--- config.mk ---
export PLATFORM = sky130hd
export DESIGN_NAME = pwm_calibration_sweep_sequencer_core
export DESIGN_NICKNAME = d
export VERILOG_FILES = /design/src/rtl/core/pcss_pkg.sv /design/src/rtl/core/pwm_calibration_sweep_sequencer_core.sv /design/src/rtl/core/pcss_div.sv /design/src/rtl/core/pcss_dp.sv /design/src/rtl/core/pcss_ctrl.sv
export VERILOG_INCLUDE_DIRS = /design/src /design/src/rtl/core
export SDC_FILE = /design/constraint.sdc
export NUM_CORES = 1
export LEC_CHECK = 0
export BUFFER_PORTS_ARGS = -buffer_cell sky130_fd_sc_hd__buf_2
export CELL_PAD_IN_SITES_DETAIL_PLACEMENT = 1
export CELL_PAD_IN_SITES_GLOBAL_PLACEMENT = 1
export CORE_MARGIN = 1
export CORE_UTILIZATION = 35
export CTS_CLUSTER_SIZE = 20
export DETAILED_ROUTE_END_ITERATION = 7
export PLACE_DENSITY = 0.58
export SETUP_SLACK_MARGIN = 0.05
export SYNTH_ARGS = -nofsm -noshare
export SYNTH_HDL_FRONTEND = slang
export SYNTH_HIERARCHICAL = 1
export SYNTH_SLANG_ARGS = --single-unit
--- constraint.sdc ---
create_clock -name clock -period 17 [get_ports clock]
set_clock_uncertainty 0.2 [all_clocks]
set_input_delay 3.4 -clock clock [delete_from_list [all_inputs] [get_ports clock]]
set_output_delay 3.4 -clock clock [all_outputs]
set_load 0.005 [all_outputs]
--- src/rtl/core/pwm_calibration_sweep_sequencer_core_assert.svh ---
// assertion macros for the sweep sequencer core
`ifndef PWM_CALIBRATION_SWEEP_SEQUENCER_CORE_ASSERT_SVH
`define PWM_CALIBRATION_SWEEP_SEQUENCER_CORE_ASSERT_SVH

// same-cycle implication, checked outside reset
`define PCSS_ASSERT_NOW(lbl, clk, rst, ante, cons, msg) \
   lbl: assert property (@(posedge clk) disable iff (rst) (ante) |-> (cons)) else $error(msg);

// next-cycle implication, checked outside reset
`define PCSS_ASSERT_NEXT(lbl, clk, rst, ante, cons, msg) \
   lbl: assert property (@(posedge clk) disable iff (rst) (ante) |=> (cons)) else $error(msg);

`endif

--- src/rtl/core/pcss_pkg.sv ---
// shared types and constants of the sweep sequencer core
package pcss_pkg;

   localparam int PWM_W      = 10;
   localparam int PWMCMD_W   = 11;
   localparam int MS_W       = 16;
   localparam int TIME_W     = 32;
   localparam int STEP_W     = 10;
   localparam int PROD_W     = PWM_W + STEP_W;
   localparam int CSR_IDX_W  = 3;
   localparam int CSR_DATA_W = 16;
   localparam int REQ_USER_W = 2;
   localparam int RSP_DATA_W = 32;
   localparam int DIV_CNT_W  = 4;

   localparam int unsigned PWM_FULL_SCALE = 1000;

   typedef enum logic [1:0] {
      CMD_TICK  = 2'd0,
      CMD_START = 2'd1,
      CMD_ABORT = 2'd2
   } cmd_code_type;

   typedef enum logic [1:0] {
      PH_IDLE = 2'd0,
      PH_FWD  = 2'd1,
      PH_REV  = 2'd2
   } phase_type;

   localparam logic [CSR_IDX_W-1:0] REG_SWEEP_START  = 3'd0;
   localparam logic [CSR_IDX_W-1:0] REG_SWEEP_END    = 3'd1;
   localparam logic [CSR_IDX_W-1:0] REG_SWEEP_STEP   = 3'd2;
   localparam logic [CSR_IDX_W-1:0] REG_DWELL        = 3'd3;
   localparam logic [CSR_IDX_W-1:0] REG_SETTLE       = 3'd4;
   localparam logic [CSR_IDX_W-1:0] REG_SAMPLE_PER   = 3'd5;
   localparam logic [CSR_IDX_W-1:0] REG_RUN_PWM      = 3'd6;

   // controller to datapath
   typedef struct packed {
      logic latch_in;
      logic div_start;
      logic start_sweep;
      logic set_total;
      logic refuse;
      logic abort;
      logic advance;
      logic to_reverse;
      logic finish;
      logic sample;
      logic mul;
      logic apply;
      logic emit;
   } dp_cmd_type;

   // datapath to controller
   typedef struct packed {
      cmd_code_type cmd;
      logic         active;
      logic         fwd;
      logic         dwell_hit;
      logic         settle_hit;
      logic         period_hit;
      logic         last_step;
      logic         div_done;
      logic         out_free;
   } dp_status_type;

endpackage

--- src/rtl/core/pwm_calibration_sweep_sequencer_core.sv ---
// top level of the pwm calibration sweep sequencer core
//
// channel   direction  ports                         contents
// req       in         req_tvalid/tready/tdata/tuser tdata: now_ms; tuser: cmd
// rsp       out        rsp_tvalid/tready/tdata       one result per request transfer
// csr       in         csr_valid/ready/index/wdata   settings writes, always ready
//
// a tick passes through decide and emit; a step change also through multiply and apply
// a start also waits for the step-count divider, which gives one quotient bit per cycle
// one request is in flight at a time; the next is taken while its result waits
// a stalled rsp side holds the controller in its emit state
// reset is synchronous and loads the default settings and an idle sweep
`include "pwm_calibration_sweep_sequencer_core_assert.svh"

module pwm_calibration_sweep_sequencer_core import pcss_pkg::*; (
   input  logic                  clock,
   input  logic                  reset,
   input  logic                  req_tvalid,
   output logic                  req_tready,
   input  logic [TIME_W-1:0]     req_tdata,   // [31:0] now_ms
   input  logic [REQ_USER_W-1:0] req_tuser,   // [1:0] cmd
   output logic                  rsp_tvalid,
   input  logic                  rsp_tready,
   // [10:0] pwm_cmd, [11] pwm_write, [12] brake_pulse, [13] sample_now,
   // [15:14] phase, [25:16] step_index, [26] sweep_done, [27] start_refused, [31:28] zero
   output logic [RSP_DATA_W-1:0] rsp_tdata,
   input  logic                  csr_valid,
   output logic                  csr_ready,
   input  logic [CSR_IDX_W-1:0]  csr_index,
   input  logic [CSR_DATA_W-1:0] csr_wdata
);

   dp_cmd_type    dp_cmd;
   dp_status_type dp_status;

   // state machine: decide, then divide, multiply and apply as the request needs, then emit
   pcss_ctrl u_ctrl (
      .clock      (clock),
      .reset      (reset),
      .req_tvalid (req_tvalid),
      .req_tready (req_tready),
      .status     (dp_status),
      .cmd        (dp_cmd)
   );

   // settings, sweep state, timers, step arithmetic and the result register
   pcss_dp u_dp (
      .clock      (clock),
      .reset      (reset),
      .cmd        (dp_cmd),
      .status     (dp_status),
      .req_tuser  (req_tuser),
      .req_tdata  (req_tdata),
      .rsp_tvalid (rsp_tvalid),
      .rsp_tready (rsp_tready),
      .rsp_tdata  (rsp_tdata),
      .csr_valid  (csr_valid),
      .csr_ready  (csr_ready),
      .csr_index  (csr_index),
      .csr_wdata  (csr_wdata)
   );

   // completion always writes the restored pwm and leaves the sweep idle
   `PCSS_ASSERT_NOW(a_done_idle, clock, reset, rsp_tvalid && rsp_tdata[26],
      rsp_tdata[11] && (rsp_tdata[15:14] == PH_IDLE), "sweep done without write or idle phase")

   // an abort brakes and never writes a new pwm in the same result
   `PCSS_ASSERT_NOW(a_brake_no_write, clock, reset, rsp_tvalid && rsp_tdata[12],
      !rsp_tdata[11] && (rsp_tdata[15:14] == PH_IDLE), "brake result with pwm write")

   // one request at a time: the controller leaves idle after each request transfer
   `PCSS_ASSERT_NEXT(a_one_in_flight, clock, reset, req_tvalid && req_tready,
      !req_tready, "request taken while another is in flight")

endmodule

--- src/rtl/core/pcss_div.sv ---
// restoring divider for the step count, one quotient bit per cycle
module pcss_div import pcss_pkg::*; (
   input  logic             clock,
   input  logic             reset,
   input  logic             start,
   input  logic [PWM_W-1:0] dividend,
   input  logic [PWM_W-1:0] divisor,
   output logic             done,
   output logic [PWM_W-1:0] quotient
);

   logic                 busy_ff, busy_in;
   logic                 done_ff, done_in;
   logic [DIV_CNT_W-1:0] cnt_ff, cnt_in;
   logic [PWM_W-1:0]     rem_ff, rem_in;
   logic [PWM_W-1:0]     quo_ff, quo_in;
   logic [PWM_W-1:0]     dvs_ff, dvs_in;
   logic [PWM_W:0]       shifted;
   logic [PWM_W:0]       diff;
   logic                 ge;

   assign shifted = {rem_ff, quo_ff[PWM_W-1]};
   assign ge      = shifted >= {1'b0, dvs_ff};
   assign diff    = shifted - {1'b0, dvs_ff};

   always_comb begin
      busy_in = busy_ff;
      done_in = 1'b0;
      cnt_in  = cnt_ff;
      rem_in  = rem_ff;
      quo_in  = quo_ff;
      dvs_in  = dvs_ff;
      if (start) begin
         busy_in = 1'b1;
         cnt_in  = '0;
         rem_in  = '0;
         quo_in  = dividend;
         dvs_in  = divisor;
      end else if (busy_ff) begin
         rem_in = ge ? diff[PWM_W-1:0] : shifted[PWM_W-1:0];
         quo_in = {quo_ff[PWM_W-2:0], ge};
         cnt_in = cnt_ff + 1'b1;
         if (cnt_ff == DIV_CNT_W'(PWM_W - 1)) begin
            busy_in = 1'b0;
            done_in = 1'b1;
         end
      end
   end

   always_ff @(posedge clock) begin
      if (reset) begin
         busy_ff <= 1'b0;
         done_ff <= 1'b0;
      end else begin
         busy_ff <= busy_in;
         done_ff <= done_in;
      end
      cnt_ff <= cnt_in;
      rem_ff <= rem_in;
      quo_ff <= quo_in;
      dvs_ff <= dvs_in;
   end

   assign done     = done_ff;
   assign quotient = quo_ff;

endmodule

--- src/rtl/core/pcss_dp.sv ---
// datapath: settings, sweep state, step arithmetic and result register
module pcss_dp import pcss_pkg::*; (
   input  logic                  clock,
   input  logic                  reset,
   input  dp_cmd_type            cmd,
   output dp_status_type         status,
   input  logic [REQ_USER_W-1:0] req_tuser,
   input  logic [TIME_W-1:0]     req_tdata,
   output logic                  rsp_tvalid,
   input  logic                  rsp_tready,
   output logic [RSP_DATA_W-1:0] rsp_tdata,
   input  logic                  csr_valid,
   output logic                  csr_ready,
   input  logic [CSR_IDX_W-1:0]  csr_index,
   input  logic [CSR_DATA_W-1:0] csr_wdata
);

   // settings
   logic [PWM_W-1:0] start_ff, start_in;
   logic [PWM_W-1:0] end_ff, end_in;
   logic [PWM_W-1:0] step_ff, step_in;
   logic [MS_W-1:0]  dwell_ff, dwell_in;
   logic [MS_W-1:0]  settle_ff, settle_in;
   logic [MS_W-1:0]  period_ff, period_in;
   logic [PWM_W-1:0] run_pwm_ff, run_pwm_in;

   // sweep state
   phase_type         phase_ff, phase_in;
   logic [STEP_W-1:0] step_count_ff, step_count_in;
   logic [STEP_W-1:0] total_ff, total_in;
   logic [TIME_W-1:0] step_start_ff, step_start_in;
   logic [TIME_W-1:0] last_sample_ff, last_sample_in;
   logic [PWM_W-1:0]  saved_ff, saved_in;

   // current item and its result
   cmd_code_type             cmd_ff, cmd_in;
   logic [TIME_W-1:0]        now_ff, now_in;
   logic [PROD_W-1:0]        product_ff, product_in;
   logic signed [PWMCMD_W-1:0] res_pwm_ff, res_pwm_in;
   logic                     res_wr_ff, res_wr_in;
   logic                     res_brake_ff, res_brake_in;
   logic                     res_sample_ff, res_sample_in;
   logic                     res_done_ff, res_done_in;
   logic                     res_refused_ff, res_refused_in;

   // output register
   logic                  rsp_valid_ff, rsp_valid_in;
   logic [RSP_DATA_W-1:0] rsp_data_ff, rsp_data_in;

   logic [PWM_W-1:0]    step_size;
   logic [PWM_W-1:0]    diff_pwm;
   logic                div_done;
   logic [PWM_W-1:0]    div_quo;
   logic [TIME_W-1:0]   elapsed;
   logic [TIME_W-1:0]   since_sample;
   logic [STEP_W-1:0]   next_count;
   logic [PROD_W:0]     mag_sum;
   logic [PROD_W:0]     mag_end;
   logic [PROD_W:0]     mag_clamp;
   logic [PWMCMD_W-1:0] mag_ext;

   assign step_size    = (step_ff == '0) ? PWM_W'(1) : step_ff;
   assign diff_pwm     = (end_ff >= start_ff) ? (end_ff - start_ff) : '0;
   assign elapsed      = now_ff - step_start_ff;
   assign since_sample = now_ff - last_sample_ff;
   assign next_count   = step_count_ff + 1'b1;

   // clamp to the end magnitude and to full scale
   assign mag_sum   = {1'b0, product_ff} + (PROD_W + 1)'(start_ff);
   assign mag_end   = (mag_sum > (PROD_W + 1)'(end_ff)) ? (PROD_W + 1)'(end_ff) : mag_sum;
   assign mag_clamp = (mag_end > (PROD_W + 1)'(PWM_FULL_SCALE)) ?
                      (PROD_W + 1)'(PWM_FULL_SCALE) : mag_end;
   assign mag_ext   = {1'b0, mag_clamp[PWM_W-1:0]};

   pcss_div u_div (
      .clock    (clock),
      .reset    (reset),
      .start    (cmd.div_start),
      .dividend (diff_pwm),
      .divisor  (step_size),
      .done     (div_done),
      .quotient (div_quo)
   );

   always_comb begin
      start_in       = start_ff;
      end_in         = end_ff;
      step_in        = step_ff;
      dwell_in       = dwell_ff;
      settle_in      = settle_ff;
      period_in      = period_ff;
      run_pwm_in     = run_pwm_ff;
      phase_in       = phase_ff;
      step_count_in  = step_count_ff;
      total_in       = total_ff;
      step_start_in  = step_start_ff;
      last_sample_in = last_sample_ff;
      saved_in       = saved_ff;
      cmd_in         = cmd_ff;
      now_in         = now_ff;
      product_in     = product_ff;
      res_pwm_in     = res_pwm_ff;
      res_wr_in      = res_wr_ff;
      res_brake_in   = res_brake_ff;
      res_sample_in  = res_sample_ff;
      res_done_in    = res_done_ff;
      res_refused_in = res_refused_ff;
      rsp_valid_in   = rsp_valid_ff;
      rsp_data_in    = rsp_data_ff;

      if (csr_valid) begin
         unique case (csr_index)
            REG_SWEEP_START: start_in   = csr_wdata[PWM_W-1:0];
            REG_SWEEP_END:   end_in     = csr_wdata[PWM_W-1:0];
            REG_SWEEP_STEP:  step_in    = csr_wdata[PWM_W-1:0];
            REG_DWELL:       dwell_in   = csr_wdata;
            REG_SETTLE:      settle_in  = csr_wdata;
            REG_SAMPLE_PER:  period_in  = csr_wdata;
            REG_RUN_PWM:     run_pwm_in = csr_wdata[PWM_W-1:0];
            default: ;
         endcase
      end

      if (cmd.latch_in) begin
         cmd_in         = cmd_code_type'(req_tuser);
         now_in         = req_tdata;
         res_pwm_in     = '0;
         res_wr_in      = 1'b0;
         res_brake_in   = 1'b0;
         res_sample_in  = 1'b0;
         res_done_in    = 1'b0;
         res_refused_in = 1'b0;
      end
      if (cmd.start_sweep) begin
         saved_in      = run_pwm_ff;
         step_count_in = '0;
         phase_in      = PH_FWD;
      end
      if (cmd.set_total) begin
         total_in = (div_quo == '1) ? div_quo : div_quo + 1'b1;
      end
      if (cmd.refuse) begin
         res_refused_in = 1'b1;
      end
      if (cmd.abort) begin
         phase_in     = PH_IDLE;
         run_pwm_in   = saved_ff;
         res_brake_in = 1'b1;
      end
      if (cmd.advance) begin
         step_count_in = next_count;
      end
      if (cmd.to_reverse) begin
         phase_in      = PH_REV;
         step_count_in = '0;
      end
      if (cmd.finish) begin
         phase_in    = PH_IDLE;
         run_pwm_in  = saved_ff;
         res_pwm_in  = {1'b0, saved_ff};
         res_wr_in   = 1'b1;
         res_done_in = 1'b1;
      end
      if (cmd.sample) begin
         last_sample_in = now_ff;
         res_sample_in  = 1'b1;
      end
      if (cmd.mul) begin
         product_in = step_count_ff * step_size;
      end
      if (cmd.apply) begin
         res_pwm_in     = (phase_ff == PH_FWD) ? mag_ext : -mag_ext;
         res_wr_in      = 1'b1;
         step_start_in  = now_ff;
         last_sample_in = now_ff;
      end

      if (rsp_tready) begin
         rsp_valid_in = 1'b0;
      end
      if (cmd.emit) begin
         rsp_valid_in = 1'b1;
         rsp_data_in  = {4'b0000, res_refused_ff, res_done_ff, step_count_ff, phase_ff,
                         res_sample_ff, res_brake_ff, res_wr_ff, res_pwm_ff};
      end
   end

   always_ff @(posedge clock) begin
      if (reset) begin
         start_ff       <= PWM_W'(0);
         end_ff         <= PWM_W'(100);
         step_ff        <= PWM_W'(5);
         dwell_ff       <= MS_W'(2000);
         settle_ff      <= MS_W'(500);
         period_ff      <= MS_W'(100);
         run_pwm_ff     <= PWM_W'(278);
         phase_ff       <= PH_IDLE;
         step_count_ff  <= '0;
         total_ff       <= '0;
         step_start_ff  <= '0;
         last_sample_ff <= '0;
         saved_ff       <= '0;
         rsp_valid_ff   <= 1'b0;
      end else begin
         start_ff       <= start_in;
         end_ff         <= end_in;
         step_ff        <= step_in;
         dwell_ff       <= dwell_in;
         settle_ff      <= settle_in;
         period_ff      <= period_in;
         run_pwm_ff     <= run_pwm_in;
         phase_ff       <= phase_in;
         step_count_ff  <= step_count_in;
         total_ff       <= total_in;
         step_start_ff  <= step_start_in;
         last_sample_ff <= last_sample_in;
         saved_ff       <= saved_in;
         rsp_valid_ff   <= rsp_valid_in;
      end
      cmd_ff         <= cmd_in;
      now_ff         <= now_in;
      product_ff     <= product_in;
      res_pwm_ff     <= res_pwm_in;
      res_wr_ff      <= res_wr_in;
      res_brake_ff   <= res_brake_in;
      res_sample_ff  <= res_sample_in;
      res_done_ff    <= res_done_in;
      res_refused_ff <= res_refused_in;
      rsp_data_ff    <= rsp_data_in;
   end

   always_comb begin
      status.cmd        = cmd_ff;
      status.active     = (phase_ff != PH_IDLE);
      status.fwd        = (phase_ff == PH_FWD);
      status.dwell_hit  = elapsed >= TIME_W'(dwell_ff);
      status.settle_hit = elapsed >= TIME_W'(settle_ff);
      status.period_hit = since_sample >= TIME_W'(period_ff);
      status.last_step  = next_count >= total_ff;
      status.div_done   = div_done;
      status.out_free   = !rsp_valid_ff || rsp_tready;
   end

   assign rsp_tvalid = rsp_valid_ff;
   assign rsp_tdata  = rsp_data_ff;
   assign csr_ready  = 1'b1;

endmodule

--- src/rtl/core/pcss_ctrl.sv ---
// controller: sequences one item at a time through the datapath
module pcss_ctrl import pcss_pkg::*; (
   input  logic          clock,
   input  logic          reset,
   input  logic          req_tvalid,
   output logic          req_tready,
   input  dp_status_type status,
   output dp_cmd_type    cmd
);

   typedef enum logic [2:0] {
      ST_IDLE,
      ST_DECIDE,
      ST_DIV,
      ST_MUL,
      ST_APPLY,
      ST_EMIT
   } state_type;

   state_type state_ff, state_in;

   always_comb begin
      state_in = state_ff;
      cmd      = '0;
      unique case (state_ff)
         ST_IDLE: begin
            if (req_tvalid) begin
               cmd.latch_in = 1'b1;
               state_in     = ST_DECIDE;
            end
         end
         ST_DECIDE: begin
            state_in = ST_EMIT;
            unique case (status.cmd)
               CMD_START: begin
                  if (status.active) begin
                     cmd.refuse = 1'b1;
                  end else begin
                     cmd.start_sweep = 1'b1;
                     cmd.div_start   = 1'b1;
                     state_in        = ST_DIV;
                  end
               end
               CMD_ABORT: begin
                  cmd.abort = status.active;
               end
               CMD_TICK: begin
                  if (status.active) begin
                     priority if (status.dwell_hit) begin
                        if (!status.last_step) begin
                           cmd.advance = 1'b1;
                           state_in    = ST_MUL;
                        end else if (status.fwd) begin
                           cmd.to_reverse = 1'b1;
                           state_in       = ST_MUL;
                        end else begin
                           // the step index still moves past the last step
                           cmd.advance = 1'b1;
                           cmd.finish  = 1'b1;
                        end
                     end else if (status.settle_hit && status.period_hit) begin
                        cmd.sample = 1'b1;
                     end else begin
                     end
                  end
               end
               default: ;
            endcase
         end
         ST_DIV: begin
            if (status.div_done) begin
               cmd.set_total = 1'b1;
               state_in      = ST_MUL;
            end
         end
         ST_MUL: begin
            cmd.mul  = 1'b1;
            state_in = ST_APPLY;
         end
         ST_APPLY: begin
            cmd.apply = 1'b1;
            state_in  = ST_EMIT;
         end
         ST_EMIT: begin
            if (status.out_free) begin
               cmd.emit = 1'b1;
               state_in = ST_IDLE;
            end
         end
         default: state_in = ST_IDLE;
      endcase
   end

   always_ff @(posedge clock) begin
      if (reset) begin
         state_ff <= ST_IDLE;
      end else begin
         state_ff <= state_in;
      end
   end

   assign req_tready = (state_ff == ST_IDLE);

endmodule

==> results.md, run 1 <==
Status:
- The run finished with clean final reports.

Setup path:
- Data on the critical path is required at its endpoint by 17,210 ps.
- The startpoint type of the worst setup path is a flip-flop.
- The worst path arrival time is 6620 ps.
- Counting cells, the worst reg-to-reg path comes to 25.
- The element type at the critical path end is a flip-flop.
- The maximum fanout along the worst path is 32.
- The worst setup path is of the reg2reg kind.

Yosys:
- After synthesis, the netlist uses 102 different library cells.
- The number of cells produced by synthesis is 2,575.
- In this run, synthesis produced a sequential element count of 322.
- Dividing the synthesized area by the synthesized cell count gives 8.704 µm².
- The total of warnings raised by yosys is 6.
- For this run, the register share of the synthesized area comes to 0.3381.
- Sorting the synthesized cells by how often they occur yields 356 x sky130_fd_sc_hd__nand2_1, 262 x sky130_fd_sc_hd__inv_1, 220 x sky130_fd_sc_hd__ha_1, 209 x sky130_fd_sc_hd__dfxtp_1, 202 x sky130_fd_sc_hd__a21oi_1.
- Ranked by total cell area, the synthesized netlist is headed by sky130_fd_sc_hd__dfxtp_1 19%, sky130_fd_sc_hd__edfxtp_1 15%, sky130_fd_sc_hd__ha_1 12%, sky130_fd_sc_hd__fa_1 6.0%, sky130_fd_sc_hd__nand2_1 6.0%.
- The cell area that synthesis handed to floorplanning was 0.02241 mm².
- The biggest area contributor in the post-synthesis netlist is sky130_fd_sc_hd__dfxtp_1.
- The fraction of post-synthesis cell area in the top cell type by area is 0.1867.
- The leading register cell type out of synthesis is sky130_fd_sc_hd__dfxtp_1.
- After synthesis, the share of flip-flops with an asynchronous set or reset is 0.
- The most repeated cell in the gate-level netlist after synthesis is sky130_fd_sc_hd__nand2_1.
- Yosys mapped a number of flops with a built-in enable equal to 113.

Timing:
- Subtracting the final worst setup slack from the clock period gives 6404 ps.
- In the finished design, the share of the clock period the worst path needs comes to 0.3767.
- Setup total negative slack on the finished layout was measured at 0 ps.
- Setup violations remaining at the end of the flow were counted as 0.
- The slew at the pin with the worst max-slew slack is 1233 ps.
- The number of hold violations in the final report is 0.
- Static timing analysis puts the maximum clock frequency at 156.2 MHz.
- Across all hold checks on the routed design, the worst slack comes to 220.2 ps.
- The number of pins with negative max-slew slack in the final report is 0.
- Setup repair after global routing left no endpoint under its margin.
- The normalized max-slew margin is 0.1717.

Global routing:
- The first global-routing pass estimated 105.5 mm of wire.
- The number of antenna violations at the first check in global routing was 4.
- The via count of the first global-routing pass is 19,160.
- For this run, the total global-route usage over all layers was measured as 0.2056.
- The pin count of the biggest net entering global routing is 94.
- The total global routing overflow is 0.

Worst hold path:
- The number of cells on the worst hold path is 0.
- The type of the tightest min-delay check is reg2reg.

Clock tree:
- The number of buffers on the longest clock path is 3.
- The cell sitting at the root of the clock tree is a sky130_fd_sc_hd__clkbuf_16.
- The clock tree synthesis step divided the H-tree into 2 levels.
- The number of buffers added to fix hold violations after cts is 0.
- TritonCTS created 42 clock buffers.
- The post-CTS resize count is 0.
- TritonCTS built the clock tree.
- In this run the post-CTS setup repair buffer count came out at 0.
- The later pin in the worst-skew pair is clocked with a latency of 580 ps.
- Clock-pin slew was measured on the worst setup and hold paths at 60 ps.
- The number of sinks driven by the clock tree is 322.

Final layout:
- The post-synthesis to final-layout area growth is 11.90%.
- The finished layout holds 3,493 standard cells, fillers aside.
- The area of combinational cells with multiple inputs is 0.01342 mm².
- The fraction of final layout cells with drive strength greater than 1 is 0.08730.
- After filler insertion, the fill cell instance count of the layout stands at 7,398.
- The count of nets after finishing is 2,957.
- The sequential cells in the finished layout cover a total of 0.007577 mm².

Job:
- Across the run, the number of max-cap violations was 0.

Detailed routing:
- After detailed routing, the average wire length per cell comes to 18.73 µm.
- The count of nets left with antenna violations once routing finished came out at 0.
- The post-route DRC violation count is 0.
- The routed layout has 18,190 vias.
- After detailed routing, the total wire length is 65.42 mm.
- Before antenna repair, the detailed router went through 5 iterations.
- Dividing the detail-routed via count by the number of cells gives 5.209.
- After the first detailed-routing iteration, the DRC count stood at 870.

Place:
- The placer congestion estimate is 0.8459.
- The total placed cells including tap cells is 3,414.
- Detailed placement finished with a half-perimeter wire length of 49.37 mm.
- The number of I/O port buffers is 87.

Floorplanning:
- The floorplan has 92 rows.
- In this run the standard cell core region covers 0.06320 mm².
- The area of the die is 0.06505 mm².
- From left edge to right edge, the die measures 255.1 µm.
- The die height is 255.1 µm.
- The effective utilization at floorplan is 0.3547.
- The number of top-level pins is 93.

Power and ir drop:
- The power density over the cells is 98.19 mW/mm².
- The maximum ir drop on the vdd rail is 0.00006690 V.
- The leakage power is 10.24 nW.
[layout make-up]
class,count,share of cell area
Timing Repair Buffer,104,0.02270
Inverter,262,0.03921
Multi-Input combinational cell,1880,0.5349
Sequential cell,322,0.3021
Tap cell,846,0.04221
Clock buffer,57,0.04660
Clock inverter,21,0.01212
Antenna cell,1,0.00009978
[routing by layer]
| metal | global-route usage | wire [µm] |
|---|---|---|
| met5 | 0 | 40 |
| met2 | 0.3393 | 29720 |
| met1 | 0.2850 | 32490 |
| met4 | 0.03832 | 831 |
| met3 | 0.03132 | 2342 |
[placed cells by master (no fill, tap or decap), types with 63 or more instances in the layout]
cell type and instances:
sky130_fd_sc_hd__buf_2 86, sky130_fd_sc_hd__nor2_1 195, sky130_fd_sc_hd__a21oi_1 202, sky130_fd_sc_hd__inv_1 262, sky130_fd_sc_hd__mux2i_1 63, sky130_fd_sc_hd__ha_1 220
sky130_fd_sc_hd__edfxtp_1 113, sky130_fd_sc_hd__nand2_1 356, sky130_fd_sc_hd__dfxtp_1 209, sky130_fd_sc_hd__fa_1 67, sky130_fd_sc_hd__o21ai_0 98, sky130_fd_sc_hd__xnor2_1 63
[per-stage QoR]
| stage | instance area, µm² | utilization | setup slack (ps) | power (mW) |
|---|---|---|---|---|
| after detailed placement | 23600 | 0.3735 | 10580 | 1.527 |
| after CTS | 25080 | 0.3968 | 10530 | 2.503 |
| after global routing | 25080 | 0.3968 | 10070 | 2.609 |
| final | 25080 | 0.3968 | 10600 | 2.462 |
| after global placement | 23600 | 0.3735 | 10710 | 1.510 |
| after floorplan | 22420 | - | 11240 | 1.353 |
[registers in the layout (all words and copies together), names as in the netlist, 10 cells and up]
name and flops:
u_dp/u_div/dvs_ff 10, u_dp/total_ff 10, u_dp/step_start_ff 32, u_dp/last_sample_ff 32, u_dp/step_ff 10, u_dp/u_div/rem_ff 10
u_dp/product_ff 20, u_dp/run_pwm_ff 10, u_dp/u_div/quotient 10, u_dp/dwell_ff 16, u_dp/step_count_ff 10, u_dp/start_ff 10
u_dp/rsp_tdata 28, u_dp/now_ff 32, u_dp/period_ff 16, u_dp/saved_ff 10, u_dp/settle_ff 16, u_dp/res_pwm_ff 11
u_dp/end_ff 10
[cell families after synthesis]
family / synth area share
fa+ha+maj: 0.1827
xor+xnor: 0.03908
flops: 0.3381
other cells: 0.0003351
mux: 0.03416
simple gates: 0.1786
compound gates: 0.1614
buf+inv: 0.06565
[path summary, 6_finish.rpt]
kind | from | end | slack (ps)
worst max-delay path | u_dp/now_ff[1] | u_dp/last_sample_ff[2] | 10600
worst min-delay path | u_dp/res_pwm_ff[0] | u_dp/rsp_tdata[0] | 220
worst max register to register | u_dp/now_ff[1] | u_dp/last_sample_ff[2] | 10600
worst min register to register | u_dp/res_pwm_ff[0] | u_dp/rsp_tdata[0] | 220
[worst max-delay path, stage by stage, from the launching register on]
cell and delay (ps):
sky130_fd_sc_hd__edfxtp_1 510, sky130_fd_sc_hd__ha_1 310, sky130_fd_sc_hd__nor2b_1 130, sky130_fd_sc_hd__o31a_1 280, sky130_fd_sc_hd__o31a_2 340, sky130_fd_sc_hd__o211ai_2 260
sky130_fd_sc_hd__or2b_2 320, sky130_fd_sc_hd__a21o_1 200, sky130_fd_sc_hd__a21o_1 180, sky130_fd_sc_hd__a21oi_1 180, sky130_fd_sc_hd__xnor2_1 170, sky130_fd_sc_hd__ha_1 270
sky130_fd_sc_hd__and4_1 240, sky130_fd_sc_hd__a21oi_1 210, sky130_fd_sc_hd__nand3_1 100, sky130_fd_sc_hd__nor3_1 160, sky130_fd_sc_hd__o211a_1 170, sky130_fd_sc_hd__nand3_1 70
sky130_fd_sc_hd__nor4_1 410, sky130_fd_sc_hd__nand4_1 150, sky130_fd_sc_hd__a211o_1 270, sky130_fd_sc_hd__nand2_1 80, sky130_fd_sc_hd__nor3_1 110, sky130_fd_sc_hd__or2_2 620
sky130_fd_sc_hd__nand2_1 180, sky130_fd_sc_hd__a21oi_1 70
[power by group]
group	internal, mW	switching, mW
registers	0.859	0.0545
clock network	0.591	0.364
logic	0.241	0.353
total	1.69	0.771
Power figures use the tool's default switching activity.
==> inputs of run 2 (changes only) <==
Clock period 17 ns to 6.7 ns, I/O delays scaled along.
==> run 2 against run 1 <==
  * Maximum frequency rose by 4.1%
  * Sequential cell count unchanged
  * Utilization barely moved
  * Sequential share of layout area about the same
  * First-iteration DRC count is 4.7% higher
  * Register-to-register slack worse by 10000 ps
  * Wire length grew 2.0%
  * Via count is 1.5% higher
  * Global-route usage grew 0.22 points
  * Clock-buffer cell count shrank 8
  * Power increased by 150%
  * Worst hold slack is essentially flat
  * Critical endpoint is now u_dp/last_sample_ff[0]
  * Largest power group is now sequential cells
==> results.md, run 2 (synthesis results as in run 1) <==
Global routing:
- The via count of the first global-routing pass was 19,110 (was 19,160).
- The global-route usage over all layers is 0.2078 (was 0.2056).
- The pin count of the biggest net entering global routing is 97 (was 94).
- The number of antenna violations at the first check in global routing is 6 (was 4).
- The wire length of the first global-routing pass came to 106.1 mm (was 105.5 mm).
- The total global routing overflow is 0 (unchanged).

Worst hold path:
- The number of cells on the worst hold path is 0 (unchanged).
- The origin of the worst min-delay path is u_dp/res_pwm_ff[4] (was u_dp/res_pwm_ff[0]).
- The type of the tightest min-delay check is reg2reg (unchanged).
- The worst min-delay path endpoint is u_dp/rsp_tdata[4] (was u_dp/rsp_tdata[0]).

Timing:
- The post-route clock period utilization was 0.9179 (was 0.3767).
- The time the worst path needs with I/O delays and setup is 6150 ps (was 6404 ps).
- Setup repair after global routing missed its margin: no (unchanged).
- The slew at the pin with the worst max-slew slack came to 1116 ps (was 1233 ps).
- The number of pins with negative max-slew slack in the final report is 0 (unchanged).
- The timing-limited maximum frequency came to 162.6 MHz (was 156.2 MHz).
- The number of hold violations in the final report was 0 (unchanged).
- The number of setup violations in the final report is 0 (unchanged).
- The total negative setup slack was 0 ps (unchanged).
- The normalized max-slew margin is 0.2532 (was 0.1717).

Final layout:
- Largest registers ranked by flip-flop count: u_dp/last_sample_ff (32), u_dp/now_ff (32), u_dp/step_start_ff (32) (unchanged).
- Most frequent cells in the layout: 356 x sky130_fd_sc_hd__nand2_1, 262 x sky130_fd_sc_hd__inv_1, 220 x sky130_fd_sc_hd__ha_1 (unchanged).
- The fill cell total of the finished layout is 7,376 (was 7,398).
- The total inserted antenna cells came to 0 (was 1).
- The post-synthesis to final-layout area growth is 12.03% (was 11.90%).
- The fraction of final layout cells with drive strength greater than 1 is 0.09259 (was 0.08730).
- The most common library cell in the layout ignoring fill and taps was sky130_fd_sc_hd__nand2_1 (unchanged).
- The count of nets after finishing is 2,971 (was 2,957).

Power and ir drop:
- The net switching component of the power was 1.965 mW (was 0.7707 mW).
- The combinational share of power is 0.249 (was 0.241).
- The clock share of power came to 0.372 (was 0.388).
- The leakage power came to 10.29 nW (was 10.24 nW).
- The maximum ir drop on the vdd rail was 0.0001939 V (was 0.00006690 V).
- The internal power of the cells was 4.150 mW (was 1.692 mW).
- The switching power share of the total is 0.3213 (was 0.3130).
- The power density over the cells is 243.5 mW/mm² (was 98.19 mW/mm²).
- The sequential cell fraction of total power came to 0.379 (was 0.371).
- The total power of the final layout is 6.115 mW (was 2.462 mW).

Floorplanning:
- The effective utilization at floorplan came to 0.3547 (unchanged).
- The number of core rows is 92 (unchanged).
- The area of the die is 0.06505 mm² (unchanged).
- The floorplan die width came to 255.1 µm (unchanged).
- The die height is 255.1 µm (unchanged).
- The number of top-level pins is 93 (unchanged).
- The placeable core region is 0.06320 mm² (unchanged).

Detailed routing:
- The routed length per placed instance is 19.05 µm (was 18.73 µm).
- The detailed-route wire length was 66.73 mm (was 65.42 mm).
- The post-route DRC violation count was 0 (unchanged).
- The number of antenna-violating nets in the routed design came to 0 (unchanged).
- The detailed-routing iteration count for the pre-antenna-repair pass came to 5 (unchanged).
- The violation count after the first detailed-routing iteration is 911 (was 870).
- The number of vias per cell is 5.271 (was 5.209).
- The via total after detailed routing is 18,460 (was 18,190).

Setup path:
- The origin of the critical flop-to-flop path is u_dp/now_ff[1] (unchanged).
- The kind of critical path was reg2reg (unchanged).
- The critical path required time is 6910 ps (was 17,210 ps).
- The element type at the critical path end is a flip-flop (unchanged).
- The cell with the largest stage delay on the worst path was sky130_fd_sc_hd__or2_2 (unchanged).
- The count of buffer and inverter cells on the critical path is 0 (unchanged).
- The startpoint type of the worst setup path was a flip-flop (unchanged).
- The maximum cell stage delay along the critical path is 600 ps (was 620 ps).
- The maximum fanout along the worst path is 32 (unchanged).
- The worst reg2reg path endpoint is u_dp/last_sample_ff[0] (was u_dp/last_sample_ff[2]).
- The critical path's most frequent cell is sky130_fd_sc_hd__a21oi_1 (unchanged).
- The cell family contributing the most delay on the critical path is simple AND/OR/NAND/NOR gates (unchanged).
- The minimum setup slack among reg-to-reg paths was 550 ps (was 10,600 ps).
- The depth of the worst register-to-register path is 25 (unchanged).
- The worst path arrival time is 6360 ps (was 6620 ps).

Clock tree:
- The clock latency of the later-clocked register in the worst-skew pair was 580 ps (about the same).
- The CTS tree is built (unchanged).
- The post-CTS setup buffer count is 0 (unchanged).
- The number of buffers created by CTS came to 41 (was 42).
- The number of sinks driven by the clock tree came to 322 (unchanged).
- The post-CTS resize count is 0 (unchanged).
- The number of buffers added to fix hold violations after cts is 0 (unchanged).
- The clock-pin slew on the worst setup and hold paths was 60 ps (about the same).
- The level count of the clock H-tree was 2 (unchanged).
- The number of buffers on the longest clock path is 3 (unchanged).
- The clock root buffer is sky130_fd_sc_hd__clkbuf_16 (unchanged).

Place:
- The placer congestion estimate is 0.8908 (was 0.8459).
- The number of I/O port buffers is 87 (unchanged).
- The detailed placer's ending HPWL is 50.34 mm (was 49.37 mm).

Status:
- Outcome: complete, no violations (unchanged).

Job:
- The number of max-cap violations is 0 (unchanged).
==> run 2: cell types whose count changed in the layout (fill, tap and decap cells not counted), sizes merged <==
cell	before	now
diode	1	0
bufinv	7	4
clkbuf	57	49
clkinv	9	19
buf	104	119
inv	265	262
==> run 2: per-stage QoR <==
stage          instances  cell area [µm²]  hold WS [ps]  utilization  setup WS [ps]
4_1_cts             3503            25100         219.6       0.3972          514.7
3_3_place_gp        3429            23730         210.0       0.3755          814.8
2_1_floorplan       2578            22420         200.3            -          941.5
6_report            3503            25110         220.4       0.3973          549.9
3_5_place_dp        3429            23730         212.9       0.3755          547.9
5_1_grt             3503            25110         220.9       0.3973          98.57
==> run 2: how the worst max path moves through the flow <==
stage	startpoint	slack, ps	to	cells after the start
finish	u_dp/now_ff[1]	550	u_dp/last_sample_ff[0]	25
global placement	u_dp/now_ff[1]	810	u_dp/last_sample_ff[6]	25
floorplan	u_dp/step_count_ff[5]	940	u_dp/product_ff[19]	17
CTS	u_dp/now_ff[1]	510	u_dp/last_sample_ff[25]	25
global route	u_dp/product_ff[1]	100	u_dp/res_pwm_ff[8]	24
detailed placement	u_dp/now_ff[1]	550	u_dp/last_sample_ff[5]	25
==> run 2: power by group through the flow <==
stage | sequential, mW | combinational, mW | clock (mW)
final | 2.32 | 1.52 | 2.28
after global routing | 2.34 | 1.70 | 2.43
after CTS | 2.32 | 1.54 | 2.36
after detailed placement | 2.36 | 1.52 | 0
after global placement | 2.35 | 1.48 | 0
after floorplan | 2.30 | 1.14 | 0
==> run 2: cell type report <==
class | count | area, µm² | area share
clock inverters | 25 | 244.0 | 0.009717
flip-flops and latches | 322 | 7577 | 0.3018
well taps | 846 | 1059 | 0.04216
clock buffers | 49 | 1129 | 0.04495
multi-input cells | 1880 | 13420 | 0.5346
repair buffers | 119 | 694.4 | 0.02766
inverters | 262 | 983.4 | 0.03917
==> run 2: layer usage <==
metal / track usage / part of all wire / wire, µm
met2: 0.3332 / 0.45 / 29900
met5: 0 / 0.00075 / 50
met3: 0.02817 / 0.034 / 2281
met4: 0.04431 / 0.019 / 1235
met1: 0.2960 / 0.50 / 33250
==> run 2: worst reg2reg max path, stage by stage, from the launching register on <==
cell and delay (ps):
sky130_fd_sc_hd__edfxtp_1 520, sky130_fd_sc_hd__ha_1 330, sky130_fd_sc_hd__nor2b_1 140, sky130_fd_sc_hd__o31a_1 270, sky130_fd_sc_hd__o31a_2 340, sky130_fd_sc_hd__o211ai_2 250
sky130_fd_sc_hd__or2b_2 320, sky130_fd_sc_hd__a21o_1 220, sky130_fd_sc_hd__a21o_1 180, sky130_fd_sc_hd__a21oi_1 160, sky130_fd_sc_hd__xnor2_1 140, sky130_fd_sc_hd__ha_1 260
sky130_fd_sc_hd__and4_1 230, sky130_fd_sc_hd__a21oi_1 210, sky130_fd_sc_hd__nand3_1 100, sky130_fd_sc_hd__nor3_1 150, sky130_fd_sc_hd__o211a_1 170, sky130_fd_sc_hd__nand3_1 80
sky130_fd_sc_hd__nor4_1 320, sky130_fd_sc_hd__nand4_1 130, sky130_fd_sc_hd__a211o_1 260, sky130_fd_sc_hd__nand2_1 60, sky130_fd_sc_hd__nor3_1 70, sky130_fd_sc_hd__or2_2 600
sky130_fd_sc_hd__nand2_1 210, sky130_fd_sc_hd__a21oi_1 80
